===== config.mk =====
export PLATFORM = sky130hd
export DESIGN_NAME = lmf_queue
export DESIGN_NICKNAME = d
export VERILOG_FILES = /design/src/rtl/core/lmf_pkg.sv /design/src/rtl/core/lmf_queue.sv
export SDC_FILE = /design/constraint.sdc
export NUM_CORES = 1
export LEC_CHECK = 0
export ABC_AREA = 1
export ABC_CLOCK_PERIOD_IN_PS = 1400
export BUFFER_PORTS_ARGS = -buffer_cell sky130_fd_sc_hd__buf_2
export CAP_MARGIN = 20
export CORE_ASPECT_RATIO = 1.1
export CORE_MARGIN = 2
export CORE_UTILIZATION = 50
export CTS_CLUSTER_DIAMETER = 40
export DETAILED_ROUTE_END_ITERATION = 8
export GPL_TIMING_DRIVEN = 1
export HOLD_SLACK_MARGIN = 0.02
export PLACE_DENSITY = 0.74
export SETUP_SLACK_MARGIN = 0.2
export SYNTH_ARGS = -nofsm -noshare
export SYNTH_HDL_FRONTEND = slang
export SYNTH_SLANG_ARGS = --single-unit

===== constraint.sdc =====
create_clock -name clk -period 1.4 [get_ports clk]
set_input_delay 0 -clock clk [delete_from_list [all_inputs] [get_ports clk]]
set_output_delay 0 -clock clk [all_outputs]
set_load 0.02 [all_outputs]

===== src/rtl/core/lmf_pkg.sv =====
`timescale 1ns / 1ps
// ----------------------------------------------------------------------------
// lmf_pkg - shared types and constants of the Laplacian mirror filter
// Item descriptor passed from front to back, line-buffer entry layout,
// result layout, register indexes and fixed sizes.
// ----------------------------------------------------------------------------
package lmf_pkg;

  localparam int CFG_W       = 12;  // width of the size registers
  localparam int PIX_W       = 8;
  localparam int QUEUE_DEPTH = 4;   // power of two

  localparam logic [CFG_W-1:0] RESET_FRAME_WIDTH  = 12'd512;
  localparam logic [CFG_W-1:0] RESET_FRAME_HEIGHT = 12'd512;
  localparam logic [CFG_W-1:0] MIN_FRAME_SIZE     = 12'd2;

  localparam logic [PIX_W-1:0] CLAMP_MAX = 8'd255;

  // Configuration register indexes
  typedef enum logic [0:0] {
    REG_FRAME_WIDTH  = 1'b0,
    REG_FRAME_HEIGHT = 1'b1
  } lmf_reg_t;

  // One classified item, front to back
  typedef struct packed {
    logic             drain;      // flush step of the last row
    logic             emit;       // produces a result
    logic             last_col;   // last column of the row
    logic             first_col;  // column zero
    logic             first_row;  // output row zero: row above mirrors to row one
    logic [PIX_W-1:0] pixel;
  } lmf_item_t;

  // Line-buffer entry: row above and output row at one column
  typedef struct packed {
    logic [PIX_W-1:0] upper;
    logic [PIX_W-1:0] centre;
  } lmf_entry_t;

  typedef struct packed {
    logic             end_of_frame;
    logic             end_of_row;
    logic [PIX_W-1:0] filtered_value;
  } lmf_result_t;

endpackage


===== src/rtl/core/lmf_queue.sv =====
`timescale 1ns / 1ps
// ----------------------------------------------------------------------------
// lmf_queue - small register FIFO
// Holds up to QUEUE_DEPTH beats; reports full, empty and fill level.
// ----------------------------------------------------------------------------
module lmf_queue
  import lmf_pkg::*;
#(
  parameter int DW = 8
) (
  input  logic                               clk,
  input  logic                               rst_n,
  input  logic                               push,
  input  logic [DW-1:0]                      push_data,
  input  logic                               pop,
  output logic [DW-1:0]                      pop_data,
  output logic                               empty,
  output logic                               full,
  output logic [$clog2(QUEUE_DEPTH+1)-1:0]   level
);

  localparam int PW = $clog2(QUEUE_DEPTH);
  localparam int LW = $clog2(QUEUE_DEPTH+1);

  logic [DW-1:0] slot_r [QUEUE_DEPTH];
  logic [PW-1:0] wr_ptr_r, wr_ptr_nxt;
  logic [PW-1:0] rd_ptr_r, rd_ptr_nxt;
  logic [LW-1:0] count_r, count_nxt;

  always_comb begin
    wr_ptr_nxt = push ? wr_ptr_r + PW'(1) : wr_ptr_r;
    rd_ptr_nxt = pop  ? rd_ptr_r + PW'(1) : rd_ptr_r;
    count_nxt  = count_r + LW'(push) - LW'(pop);
  end

  always_ff @(posedge clk) begin
    if (!rst_n) begin
      wr_ptr_r <= '0;
      rd_ptr_r <= '0;
      count_r  <= '0;
    end else begin
      wr_ptr_r <= wr_ptr_nxt;
      rd_ptr_r <= rd_ptr_nxt;
      count_r  <= count_nxt;
    end
  end

  always_ff @(posedge clk) begin
    if (push) begin
      slot_r[wr_ptr_r] <= push_data;
    end
  end

  assign pop_data = slot_r[rd_ptr_r];
  assign empty    = (count_r == '0);
  assign full     = (count_r == LW'(QUEUE_DEPTH));
  assign level    = count_r;

endmodule


### Word level (Yosys, flattened, before mapping)

Memories as Yosys holds them, arrays and structs flattened. A register that Yosys moved wholly into a read port is not among the register bits.
Cells that the tools add are included.

| cells by class | value |
|---|---|
| add/subtract/negate cells | 4 |
| equality and inequality tests | 1 |
| shifts and indexed selects | 0 |
| bitwise gates (word level) | 0 |
| divide/modulo/power cells | 0 |
| $mul | 0 |
| reduce and logical (&&, ||, !) cells | 1 |
| magnitude comparators | 0 |
| muxes and demuxes | 4 |

Operator list:

| kind | count |
|---|---|
| 2-bit by 1-bit adder with 2-bit output (second input constant) | 2 |
| 2-bit two-way mux | 2 |
| 3-bit by 1-bit adder with 3-bit output | 1 |
| 3-bit == test (second input constant) | 1 |
| 3-bit zero test | 1 |
| 3-bit by 1-bit subtractor with 3-bit output | 1 |
| 1-bit two-way mux | 2 |

| word-level totals | value |
|---|---|
| memory bits (writable) | 32 |
| input port bits | 12 |
| latch bits | 0 |
| logic and storage cells | 14 |
| output and inout bits | 13 |
| register bits | 7 |
| bits in read-only memories | 0 |
| memories | 1 |

Memory list:

| name | words | bits a word | rd ports | clocked after Yosys merged registers in | wr ports | RTL line | text |
|---|---|---|---|---|---|---|---|
| slot_r | 4 | 8 | 1 | 1 | 1 | lmf_queue.sv:25 | `logic [DW-1:0] slot_r [QUEUE_DEPTH];` |

### Longest topological paths before layout

| depth | value |
|---|---|
| depth after elaboration | 3 |
| gate-level depth with buffers | 8 |
| mapped depth without buffers | 8 |

### Least setup slack after synthesis

OpenSTA, ideal clock, no wires.

| timing path | value |
|---|---|
| path kind | register -> register |
| from | register count_r[0], in the netlist level[0] |
| to | register count_r[2], in the netlist level[2] |
| stages on the path, launching flop included | 8 |
| buffers on the path | 0 |
| clock period less this slack | 1.638 ns |
| required time | 1.285 ns |
| setup time | 0.115 ns |
| arrival time | 1.523 ns |
| path slack | -0.238 ns |
| path through | dfxtp_1 > inv_1 > ha_1 > inv_1 > ha_1 > fa_1 > a21oi_1 > nor2_1 |

| between the ends | value |
|---|---|
| cells in the longest elaborated chain, start to end | 2 |

Ends and longest elaborated chain:

| element | RTL line | text |
|---|---|---|
| from (decl) | lmf_queue.sv:28 | `logic [LW-1:0] count_r, count_nxt;` |
| from (signal assigned) | lmf_queue.sv:44 | `count_r <= count_nxt;` |
| 3-bit by 1-bit adder with 3-bit output | lmf_queue.sv:33 | `count_nxt = count_r + LW'(push) - LW'(pop);` |
| 3-bit by 1-bit subtractor with 3-bit output | lmf_queue.sv:33 |  |

Every way passes these cells.
A chain may end at the register's enable or synchronous reset.

### Worst setup path after layout

| timing path | value |
|---|---|
| from | register count_r[0], in the netlist level[0] |
| to | register count_r[1], in the netlist level[1] |

| between the ends | value |
|---|---|
| cells in the longest elaborated chain, start to end | 2 |

Ends and longest elaborated chain:

| element | RTL line |
|---|---|
| 3-bit by 1-bit adder with 3-bit output | lmf_queue.sv:33 |
| 3-bit by 1-bit subtractor with 3-bit output | lmf_queue.sv:33 |
| net count_nxt[1] | lmf_queue.sv:28 |

The timed path passes the listed nets, and every way through them passes these cells.

==> out/results.ini <==
[synthesis]
ys_ff_latch=41
syn_area_um2=1710
yosys_warnings=0
seq_area_frac_synth=0.666
synth_cell_types=16
synthCells=148
synth_fp_nets=167
synth_area_per_cell_um2=11.6

[global_routing]
grt_util_met2=0.345
grt_use_met1=0.197
antenna_found_initial=0
grt_overflow=0
busiest_layer=met2
track_usage=0.193
grt_pass1_vias=1201
grt_pass1_wl_um=5300
use_met3=0.0453
grt_max_degree=33

[final_layout]
area_growth_pct=34.7
regArea_um2=1150
layout-drive-gt1-share=0.398
instances_no_fill=227
mostFrequentLayoutCells=edfxtp_1, inv_1, buf_2, nand2_1, buf_6
antenna_cells=0
nFillCells=244
layout_commonest_cell=edfxtp_1
nets=209
fin_area_um2=2310
multiInputGateArea_um2=543

[clocking]
clockRootBuffer=clkbuf_4
htreeDepth=2
cts.clk_slew.worst_paths_ps=130
clk_latency_ps=350
ctsHoldBuffers=8
clock_path_buffers=2
cts_buffers=5
tritoncts=built
cts.sinks=41

[sta]
fin_crit_sh=1.05
worst_pin_slew_ps=247
rsz0062_at_grt=yes
fin_ws_ps=-72.6
setup_viol=2
slew_viol_final=0
period_minus_slack_ps=1470
finalHoldViolCount=9
fmax_mhz=679
skew_ps=14.4
fin_hold_ws_ps=-96.4
relSlewSlack=0.835

[placed_design]
dp_hpwl_um=2020
placed_cells_incl_taps=206
post-place-ws_ps=-63.2
io_buffers=24
placedInstanceArea_um2=1880
gp_congestion=0.762

[route]
drc_errors=0
drt-initial-drc-count=44
wl_per_cell_um=15.1
routed_wirelength_um=3420
vias=1189
drt-pass1-iter-count=4
drt-vias-per-instance=5.24
detail-route-antenna-nets=0

[die]
rows=22
start_util=0.519
die_area_um2=3910
die_w_um=59.8
die_y_um=65.4
core_area_um2=3300
io_pins=25

[pwr]
leakage_nw=0.944
peakVddDrop_mv=0.781
powerDensity_nw_per_um2=1220

[outcome]
violations=negative hold slack, negative setup slack
status=finished with violations

[setup_path]
crit_path_end_kind=flop
cp_num_cells=7
startpoint_type=flop
critPathMaxStageDelay_ps=510
path_class=reg -> reg
cpMaxStageDelayCell=fa_2
reg2reg_depth=7
arrival_ps=1780
crit_path_cell_trace=inv_2 -> ha_4 -> inv_2 -> ha_4 -> fa_2 -> nand2_1 -> inv_1
critPathRequiredTime_ps=1710
critPathTopFamily=adder cells
critPathBufInv=3
crit_fanout=2

[job]
drv_cap=0

[worst_hold_path]
hold_path_depth=2
hp-class=in -> reg

==> final cells by class <==
class | count | share of cell area
tap | 36 | 0.0195
clock buffer | 5 | 0.0163
sequential | 41 | 0.499
clock inverter | 3 | 0.0179
timing repair buffer | 40 | 0.152
multi-input combinational | 71 | 0.235
inverter | 31 | 0.0596
==> cell usage after synthesis <==
cell type	number	area [um^2]
a21oi_1	13	65.1
nand3_1	1	5.00
nor3_1	1	5.00
inv_1	31	116
nor2_1	2	7.51
o21ai_1	2	10.0
fa_1	1	20.0
dfxtp_1	9	180
buf_6	4	45.0
ha_1	6	75.1
edfxtp_1	32	961
o211ai_1	8	60.1
a21oi_2	1	8.76
nand2_1	26	97.6
buf_4	1	7.51
o21ai_0	10	50.1
==> flip-flops by register name (all words and copies together) (netlist names), named ones only <==
signal / count
level: 3
slot_r: 32
wr_ptr_r: 2
rd_ptr_r: 2
==> layer usage <==
layer,vias to the layer above,wire [um]
met4,0,71
met3,7,107
met1,587,1230
met2,21,2020
li1,574,-
met5,-,0
==> path summary, 6_finish.rpt <==
path	start	endpoint	slack, ps
min	pop	flop	-100
max reg2reg	level[0]	level[1]	-70
max	level[0]	level[1]	-70
min reg2reg	rd_ptr_r[1]	rd_ptr_r[1]	500
==> stage by stage <==
step | total power, W | hold slack [ps] | setup TNS, ps | utilization
2_1_floorplan | 0.00177 | 91.9 | -125 | -
3_3_place_gp | 0.00189 | 209 | -28.1 | 0.569
3_5_place_dp | 0.00192 | 225 | -106 | 0.569
4_1_cts | 0.00278 | -90.3 | -147 | 0.681
5_1_grt | 0.00294 | -90.8 | -214 | 0.699
6_report | 0.00282 | -96.4 | -125 | 0.699
==> cells by family after synthesis <==
kind of cell / after synthesis / synth area share
AND/OR/NAND/NOR: 30 / 0.0671
flip-flops: 41 / 0.666
adder cells (fa/ha/maj): 7 / 0.0555
buffers and inverters: 36 / 0.0985
AO/OA/AOI/OAI: 34 / 0.113
==> repair_timing <==
item	CTS	global route
endpoints found under the hold margin	41	9
buffers inserted	4	0
cloned	0	1
setup endpoints to repair	36	39
gates resized for setup	61	10
pin swaps	6	2
==> report_power, final <==
part | internal [W] | total (W) | switching, W
logic | 0.000267 | 0.000619 | 0.000351
clock network | 0.000370 | 0.000764 | 0.000395
registers | 0.00139 | 0.00144 | 0.0000459
Note: power is estimated with default switching activity, not from simulation.
