File: src/rtl/core/lmf_pkg.sv
`timescale 1ns / 1ps
// ----------------------------------------------------------------------------
// lmf_pkg - shared types and constants of the Laplacian mirror filter
// Item descriptor passed from front to back, line-buffer entry layout,
// result layout, register indexes and fixed sizes.
// ----------------------------------------------------------------------------
package lmf_pkg;

  localparam int CFG_W       = 12;  // width of the size registers
  localparam int PIX_W       = 8;
  localparam int QUEUE_DEPTH = 4;   // power of two

  localparam logic [CFG_W-1:0] RESET_FRAME_WIDTH  = 12'd512;
  localparam logic [CFG_W-1:0] RESET_FRAME_HEIGHT = 12'd512;
  localparam logic [CFG_W-1:0] MIN_FRAME_SIZE     = 12'd2;

  localparam logic [PIX_W-1:0] CLAMP_MAX = 8'd255;

  // Configuration register indexes
  typedef enum logic [0:0] {
    REG_FRAME_WIDTH  = 1'b0,
    REG_FRAME_HEIGHT = 1'b1
  } lmf_reg_t;

  // One classified item, front to back
  typedef struct packed {
    logic             drain;      // flush step of the last row
    logic             emit;       // produces a result
    logic             last_col;   // last column of the row
    logic             first_col;  // column zero
    logic             first_row;  // output row zero: row above mirrors to row one
    logic [PIX_W-1:0] pixel;
  } lmf_item_t;

  // Line-buffer entry: row above and output row at one column
  typedef struct packed {
    logic [PIX_W-1:0] upper;
    logic [PIX_W-1:0] centre;
  } lmf_entry_t;

  typedef struct packed {
    logic             end_of_frame;
    logic             end_of_row;
    logic [PIX_W-1:0] filtered_value;
  } lmf_result_t;

endpackage

File: src/rtl/core/lmf_front.sv
`timescale 1ns / 1ps
// ----------------------------------------------------------------------------
// lmf_front - input acceptance and item classification
// Tracks column and row, clamps the frame size, drops drain beats that
// arrive during the pixel phase and pushes one descriptor per kept beat.
// ----------------------------------------------------------------------------
module lmf_front
  import lmf_pkg::*;
#(
  parameter int MAX_WIDTH = 2048
) (
  input  logic                          clk,
  input  logic                          rst_n,
  input  logic [CFG_W-1:0]              frame_width,
  input  logic [CFG_W-1:0]              frame_height,
  input  logic                          in_tvalid,
  output logic                          in_tready,
  input  logic [PIX_W-1:0]              pixel_value,
  input  logic                          drain,
  input  logic                          queue_full,
  output logic                          push,
  output lmf_item_t                     push_item,
  output logic [$clog2(MAX_WIDTH)-1:0]  push_col
);

  localparam int CW = $clog2(MAX_WIDTH);
  localparam int MW = $clog2(MAX_WIDTH+1);
  localparam int WW = (MW > CFG_W) ? MW : CFG_W;

  logic [CW-1:0]    col_r, col_nxt;
  logic [CFG_W-1:0] row_r, row_nxt;

  logic [WW-1:0]    width_ext, width_eff, width_m1;
  logic [CFG_W-1:0] height_eff;
  logic             accept, drain_phase, last_col, dropped;

  always_comb begin
    width_ext = WW'(frame_width);
    priority if (width_ext > WW'(MAX_WIDTH)) begin
      width_eff = WW'(MAX_WIDTH);
    end else if (width_ext < WW'(MIN_FRAME_SIZE)) begin
      width_eff = WW'(MIN_FRAME_SIZE);
    end else begin
      width_eff = width_ext;
    end
    width_m1   = width_eff - WW'(1);
    height_eff = (frame_height < MIN_FRAME_SIZE) ? MIN_FRAME_SIZE : frame_height;

    last_col    = (WW'(col_r) >= width_m1);
    drain_phase = (row_r >= height_eff);
    dropped     = drain && !drain_phase;

    in_tready = !queue_full;
    accept    = in_tvalid && in_tready;
    push      = accept && !dropped;

    push_item.drain     = drain_phase;
    push_item.emit      = drain_phase || (row_r != '0);
    push_item.last_col  = last_col;
    push_item.first_col = (col_r == '0);
    push_item.first_row = (row_r == CFG_W'(1));
    push_item.pixel     = pixel_value;
    push_col            = col_r;

    col_nxt = col_r;
    row_nxt = row_r;
    if (push) begin
      if (last_col) begin
        col_nxt = '0;
        row_nxt = drain_phase ? '0 : row_r + CFG_W'(1);
      end else begin
        col_nxt = col_r + CW'(1);
      end
    end
  end

  always_ff @(posedge clk) begin
    if (!rst_n) begin
      col_r <= '0;
      row_r <= '0;
    end else begin
      col_r <= col_nxt;
      row_r <= row_nxt;
    end
  end

endmodule

File: config.mk
export PLATFORM = sky130hd
export DESIGN_NAME = lmf_front
export DESIGN_NICKNAME = d
export VERILOG_FILES = /design/src/rtl/core/lmf_pkg.sv /design/src/rtl/core/lmf_front.sv
export SDC_FILE = /design/constraint.sdc
export NUM_CORES = 1
export LEC_CHECK = 0
export ABC_AREA = 0
export BUFFER_PORTS_ARGS = -buffer_cell sky130_fd_sc_hd__buf_2
export CAP_MARGIN = 10
export CORE_UTILIZATION = 52
export CTS_CLUSTER_DIAMETER = 120
export DETAILED_ROUTE_END_ITERATION = 8
export PLACE_DENSITY = 0.87
export SLEW_MARGIN = 20
export SYNTH_ARGS = -nofsm -noshare
export SYNTH_HDL_FRONTEND = slang
export SYNTH_SLANG_ARGS = --single-unit
export TNS_END_PERCENT = 100
File: constraint.sdc
create_clock -name clk -period 10.23 [get_ports clk]
set_clock_uncertainty 0.2 [all_clocks]
set_input_delay 1.5345 -clock clk [delete_from_list [all_inputs] [get_ports clk]]
set_output_delay 1.5345 -clock clk [all_outputs]
set_load 0.02 [all_outputs]
# Word-level counts from Yosys, hierarchy flattened
# Index checks and enable logic that the tools add are counted.
[totals]
ff_bits = 23
input_bits = 37
elab_cells = 26
out_inout_bits = 26
[op_classes]
n_mux = 5
n_addsub = 3
reduce_logical = 10
order_cmp = 5
n_eq_ne = 1
[op_table]
columns = ["cell", "count"]
rows = [
  ["$mux W12", 4],
  ["$lt A12 B2 Y1 const B", 2],
  ["$add A12 B1 Y12 const B", 1],
  ["$eq A12 B1 Y1 const B", 1],
  ["$ge A11 B12 Y1", 1],
  ["$ge A12 B12 Y1", 1],
  ["$gt A12 B12 Y1 const B", 1],
  ["$reduce_bool A12 Y1", 1],
  ["$sub A12 B1 Y12 const B", 1],
  ["$add A11 B1 Y11 const B", 1],
  ["$logic_not A11 Y1", 1],
  ["$mux W11", 1],
  ["$logic_and A1 B1 Y1", 3],
  ["$logic_not A1 Y1", 3],
  ["$reduce_and A2 Y1", 1],
  ["$logic_or A1 B1 Y1", 1],
]

# Logic depth before layout (Yosys ltp)
# Gate-level depths: netlist (run 1).
[depth]
word_depth = 8
ltp_mapped = 16
ltp_nobuf = 15

# Least setup slack after synthesis (run 1)
# Ideal clock, no wire load.
[synth_path]
path_type = "input to output"
from = "in frame_width[6]"
to = "out push_item[10] in the netlist's numbering"
path_stages = 15
n_path_buf = 2
path_slack_ps = 4350
arrival_ps = 4146
path_cell_list = "nor4_1 -> nand3_1 -> a21o_1 -> ha_1 -> clkbuf_1 -> nand3_1 -> o21ai_0 -> a21o_1 -> ha_1 -> a22o_1 -> nor4_2 -> o311ai_4 -> nand2_4 -> clkinv_4 -> buf_4"
[synth_between]
elab_chain_len = 5
elab_cells_between_ends = 6
cone_classes = "add/sub (1); order compare (3); mux (2)"
[synth_lines]
columns = ["item", "line", "source"]
rows = [
  ["from (decl)", "lmf_front.sv:14", "input logic [CFG_W-1:0] frame_width,"],
  ["$lt A12 B2 Y1", "lmf_front.sv:41", "end else if (width_ext < WW'(MIN_FRAME_SIZE)) begin"],
  ["$mux W12", "lmf_front.sv:41", ""],
  ["$mux W12 (*)", "lmf_front.sv:39", "priority if (width_ext > WW'(MAX_WIDTH)) begin"],
  ["$sub A12 B1 Y12 (*)", "lmf_front.sv:46", "width_m1 = width_eff - WW'(1);"],
  ["$ge A11 B12 Y1 (*)", "lmf_front.sv:49", "last_col = (WW'(col_r) >= width_m1);"],
  ["to (decl)", "lmf_front.sv:22", "output lmf_item_t push_item,"],
]
# Every way passes the cells marked *; elsewhere a longest branch is shown, timed or not.

==> metrics.txt, run 1 <==
Inserted Diodes=0; TNS Setup=0 ns; Post-Synthesis Net Count=374; Min Hold Slack=0.344 ns; initial antenna violation count=0; die area=0.00507 mm^2; Post-synth EDFFs=0; # Max-Cap Violations=0; CTS tree=yes; Boundary Pins=63; Detailed Route Iter0 Violations=147; Tightest Hold Check Type=reg -> reg; synth top area cells=dfxtp_1 (19%), ha_1 (15%), a21oi_1 (3.8%), buf_4 (3.3%), inv_1 (3.3%); Total Wirelength=5.87 mm; final core utilization=0.602; DRC errors left=3; Avg Synthesized Cell Area=8.08 um^2; RR Startpoint=row_r[0]; RR Endpoint=push_col[8]; DIE HEIGHT=~71 um; DR vias/cell=6.32; Setup crit start kind=input pin; initial core utilization=0.556; Power Density=75.4 mW/mm^2; ANT nets after route=0; CTS root buffer=clkbuf_8; Vias=~2500; Hold Violations, Final=0; Congestion Overflow GR=0; measured slew at the worst slew-check pin=approximately 0.90 ns; H-tree lvl count=1; critical setup path kind=in -> out; Reg clk slew, reported paths=0.08 ns; Synth Register Bits=23; cell taking the most area after synthesis=dfxtp_1; asr flop ratio synth=0; Max Fclk=158 MHz; first-pass GRT wire length=9.92 mm; row cnt=24; R2R Setup Slk=slightly above 7 ns; hold_sp=push_col[6]; commonest non-fill, non-tap cell in the layout=buf_2; CTS Buffer Depth=2; largest net degree at the start of global routing=34; top cell type's share of synthesized area=0.185; Num CTS Buffers=3; fill count=405; Synth Cell Area=around 0.0025 mm^2; Hold Path Sink=push_col[6]; WL/cell=15.1 um; Post-CTS Setup Bufs=0; nets=404; most frequent cells in the layout=buf_2 (46), ha_1 (29), dfxtp_1 (23), inv_1 (22), nand2_1 (22); Mapped Cells=308; worst r2r path cells=9; pre-CTS setup slack=3.93 ns; Port Buffers=46; # resized after CTS=0; main flop type after synthesis=dfxtp_1; Slew Limit Headroom=0.398; Hold Buf Count CTS=0; vias in the first global route=2183; hold path cells=2; layout cell share with drive strength beyond 1=0.223; Clock Latency Late Sink=0.27 ns; Final Worst Setup Slack=3.88 ns; sequential element share of the synthesized area=0.185; Data arrival, critical path=4.61 ns; Sink Count=23; DR pass1 iterations=7; Final Wtd Congestion=0.817; Syn-to-layout area delta=8.14%; Tcrit/Tclk final=0.621; fin. max-slew vios=0; crit-path max FO=15; RSZ-0062 raised after global routing=false; Die X=~71 um; synth unique cells=64; Worst Path Required=8.50 ns; post-route minimum period=6.35 ns; Setup crit end kind=output pin; hpwl dp=4.53 mm; core footprint=approximately 0.0045 mm^2; # setup viols final=0; GRT Util Overall=0.238; failing checks=DRC; LEAKAGE=1.27 nW; Max IR drop VDD=between 0.04 and 0.05 mV; status=finished with violations; Yosys warning total=0
-- metal layers --
layer | part of all wire | vias to the layer above | global-route usage
met3 | 0.052 | 4 | 0.0171
met4 | 0.0070 | 0 | 0.0689
met5 | 0 | - | 0
met1 | 0.46 | 1150 | 0.343
met2 | 0.48 | 80 | 0.381
li1 | - | 1223 | -
-- power by group --
part	switching [mW]	leakage (nW)	internal, mW
registers	0.00252	0.186	0.0907
clock network	0.0311	0.0255	0.0272
logic	0.0301	1.06	0.0214
total	0.0637	1.27	0.139
-- sequential cells by signal, indices dropped and copies added (netlist names) --
| name | flops |
|---|---|
| row_r | 12 |
| push_col | 11 |
-- critical path, cell delays in order --
cell	delay [ns]
buf_2	0.12
nor4_1	0.40
nand3_1	0.26
a21o_1	0.24
ha_1	0.31
nand3_1	0.12
o21ai_0	0.08
a21o_1	0.19
ha_1	0.19
a22o_1	0.22
nor4_2	0.24
o311ai_4	0.22
nand2_4	0.22
clkinv_4	0.11
buf_2	0.17
-- synth_stat cells (2+ instances only) --
library cell,count
and2_1,2
o211ai_1,5
nand2b_1,4
nor2_1,15
and3_1,10
a22o_1,3
o31ai_1,7
or3_1,2
inv_1,22
nand3b_1,3
a21oi_1,19
a211oi_1,2
nor3_1,9
nand3_1,14
a2111oi_4,2
o21ai_0,6
ha_1,29
nor4_1,8
buf_2,3
a32oi_1,6
o21ai_1,2
nand4_1,9
dfxtp_1,23
and3_2,4
a21o_1,5
o21ai_2,2
and4b_1,2
clkbuf_1,4
o21a_1,3
o22ai_1,6
nand2_1,22
xor2_1,4
buf_4,11
a31oi_1,5
nand4b_1,4
nand2b_4,3
-- through the flow --
| stage | instance area (um^2) | instances | power (mW) |
|---|---|---|---|
| finish | 2690 | 389 | 0.203 |
| global route | 2690 | 389 | 0.213 |
| CTS | 2690 | 389 | 0.203 |
| detailed placement | 2650 | 385 | 0.146 |
| global placement | 2650 | 385 | 0.145 |
| floorplan | 2490 | 308 | 0.135 |
-- area by class of cell --
type	count	area [um^2]	share of cell area
multi-input combinational	240	1790	0.667
sequential	23	460	0.171
timing repair buffer	46	230	0.0855
inverter	24	95.1	0.0353
tap	52	65.1	0.0242
clock buffer	3	41.3	0.0153
clock inverter	1	5.00	0.00186
-- cells by family after synthesis --
| kind of cell | synth area share |
|---|---|
| fa+ha+maj | 0.146 |
| mux | 0.00402 |
| simple gates | 0.295 |
| compound gates | 0.259 |
| xor+xnor | 0.0176 |
| flops | 0.185 |
| buf+inv | 0.0940 |
-- worst max-delay path by stage --
stage / from / endpoint / slack, ns / cells past startpoint
2_1_floorplan: frame_width[6] / push_item[10] / 4.35 / 15
3_3_place_gp: frame_width[6] / push_item[10] / 4.06 / 15
3_5_place_dp: frame_width[6] / push_item[10] / 3.93 / 15
4_1_cts: frame_width[6] / push_item[10] / 3.91 / 15
5_1_grt: frame_width[6] / push_item[10] / 3.57 / 14
6_report: frame_width[6] / push_item[10] / 3.88 / 15
(Power assumes the default switching activity.)
==> run 2: changes to the inputs <==
CORE_UTILIZATION = 49   (was 52)
PLACE_DENSITY = 0.86   (was 0.87)
clock period = 5.8 ns   (was 10.23 ns; I/O delays follow)
==> metrics.txt, run 2 (synthesis results as in run 1) <==
status=complete, no violations; first-pass GRT wire length=9.74 mm (-1.9%); final core utilization=0.564 (-0.0376); GRT Util Overall=0.229 (-0.00939); Max IR drop VDD=0.0911 mV (+88%); Final Wtd Congestion=0.887 (+8.6%); DRC errors left=0 (-3); Total Wirelength=6.01 mm (+2.5%); Multi-input gate area=0.00179 mm^2 (unchanged); CTS root buffer=clkbuf_8; Worst Path Required=4.73 ns (-3.77 ns); WL/cell=14.8 um (-1.6%); H-tree lvl count=1 (unchanged); row cnt=25 (+4.2%); Hold Buf Count CTS=0 (unchanged); DR pass1 iterations=5 (-2); Overall Power=0.359 mW (+77%); DR vias/cell=6.24 (-1.3%); Sink Count=23 (unchanged); Post-CTS Setup Bufs=0 (unchanged); Die X=73.3 um (+2.9%); fill count=458 (+13%); measured slew at the worst slew-check pin=0.583 ns (-0.320 ns); Setup crit end kind=output pin; Vias=2526 (+2.8%); commonest non-fill, non-tap cell in the layout=buf_2; fin. max-slew vios=0 (unchanged); initial core utilization=0.517 (-0.0396); vias in the first global route=2141 (-1.9%); Reg clk slew, reported paths=0.08 ns (about the same); Boundary Pins=63 (unchanged); ANT nets after route=0 (unchanged); TNS Setup=0 ns (unchanged); Syn-to-layout area delta=9.15%; # resized after CTS=0 (unchanged); FF+latch area=460 um^2 (unchanged); nets=405 (+0.25%); Min Hold Slack=0.333 ns (-0.0113 ns); Data arrival, critical path=3.96 ns (-0.65 ns); Slew Limit Headroom=0.611 (+0.213); Inserted Diodes=0 (unchanged); LEAKAGE=1.28 nW (+0.12%); Detailed Route Iter0 Violations=212 (+44%); post-route minimum period=around 5 ns; largest net degree at the start of global routing=34 (unchanged); Congestion Overflow GR=0 (unchanged); crit-path max FO=15 (unchanged); Hold Violations, Final=0 (unchanged); die area=0.00537 mm^2 (+5.9%); core footprint=0.00482 mm^2 (+7.7%); hpwl dp=4.56 mm (+0.68%); # Max-Cap Violations=0 (unchanged); initial antenna violation count=0 (unchanged); Tightest Hold Check Type=reg -> reg; critical setup path kind=in -> out; Setup crit start kind=input pin; Num CTS Buffers=3 (unchanged); RSZ-0062 raised after global routing=false; Clock Latency Late Sink=0.26 ns (about the same); Max Fclk=199 MHz; Top reg by flops=row_r; Tcrit/Tclk final=0.868; # setup viols final=0 (unchanged); Port Buffers=46 (unchanged); most frequent cells in the layout=buf_2 (46), ha_1 (29), dfxtp_1 (23), inv_1 (22), nand2_1 (22); layout cell share with drive strength beyond 1=0.222 (-0.000658); CTS Buffer Depth=2 (unchanged); DIE HEIGHT=73.3 um (+2.9%); Largest register FFs=12 (unchanged); CTS tree=yes; Power Density=132 mW/mm^2 (+75%)
-- run 2: cell types whose count changed in the layout (fill, tap and decap cells not counted), sizes merged --
cell	change
buf	+1
clkinv	-1
clkbuf	+1
-- run 2: worst max-delay path, stage by stage --
cell and delay (ns):
buf_2 0.13, nor4_1 0.38, nand3_1 0.26, o21ai_2 0.41, o21ai_2 0.15, a21oi_1 0.16, o22ai_1 0.10, ha_1 0.29
a22o_1 0.24, nor4_2 0.25, o311ai_4 0.22, nand2_4 0.23, clkinv_4 0.11, buf_2 0.17
-- run 2: path summary, 6_finish.rpt --
check	startpoint	end	slack, ns	depth (start not counted)
worst min-delay path	row_r[9]	row_r[9]	0.33	2
worst min register to register	row_r[9]	row_r[9]	0.33	2
worst max-delay path	frame_width[6]	push_item[10]	0.77	14
worst max register to register	push_col[0]	row_r[6]	3.05	9
-- run 2: metrics by stage --
step / worst slack [ns] / instances / area [um^2]
2_1_floorplan: 1.25 / 308 / 2490
3_5_place_dp: 0.844 / 401 / 2670
5_1_grt: 0.454 / 405 / 2720
3_3_place_gp: 0.937 / 401 / 2670
4_1_cts: 0.824 / 405 / 2720
6_report: 0.765 / 405 / 2720
-- run 2: report_power, final --
part | switching [mW] | total [mW] | internal [mW]
clock | 0.0532 | 0.102 | 0.0491
combinational | 0.0537 | 0.0920 | 0.0383
sequential | 0.00454 | 0.164 | 0.160
-- run 2: layout make-up --
class | count | area share
Inverter | 24 | 0.0350
Timing Repair Buffer | 47 | 0.0875
Sequential cell | 23 | 0.170
Clock buffer | 4 | 0.0166
Multi-Input combinational cell | 240 | 0.661
Tap cell | 67 | 0.0309
-- run 2: per-layer routing --
layer	up-vias	GRT usage	wire length, um
met5	-	0	0
met3	14	0.0274	308
met2	93	0.394	2950
li1	1219	-	-
met1	1200	0.297	2650
met4	0	0.0697	99
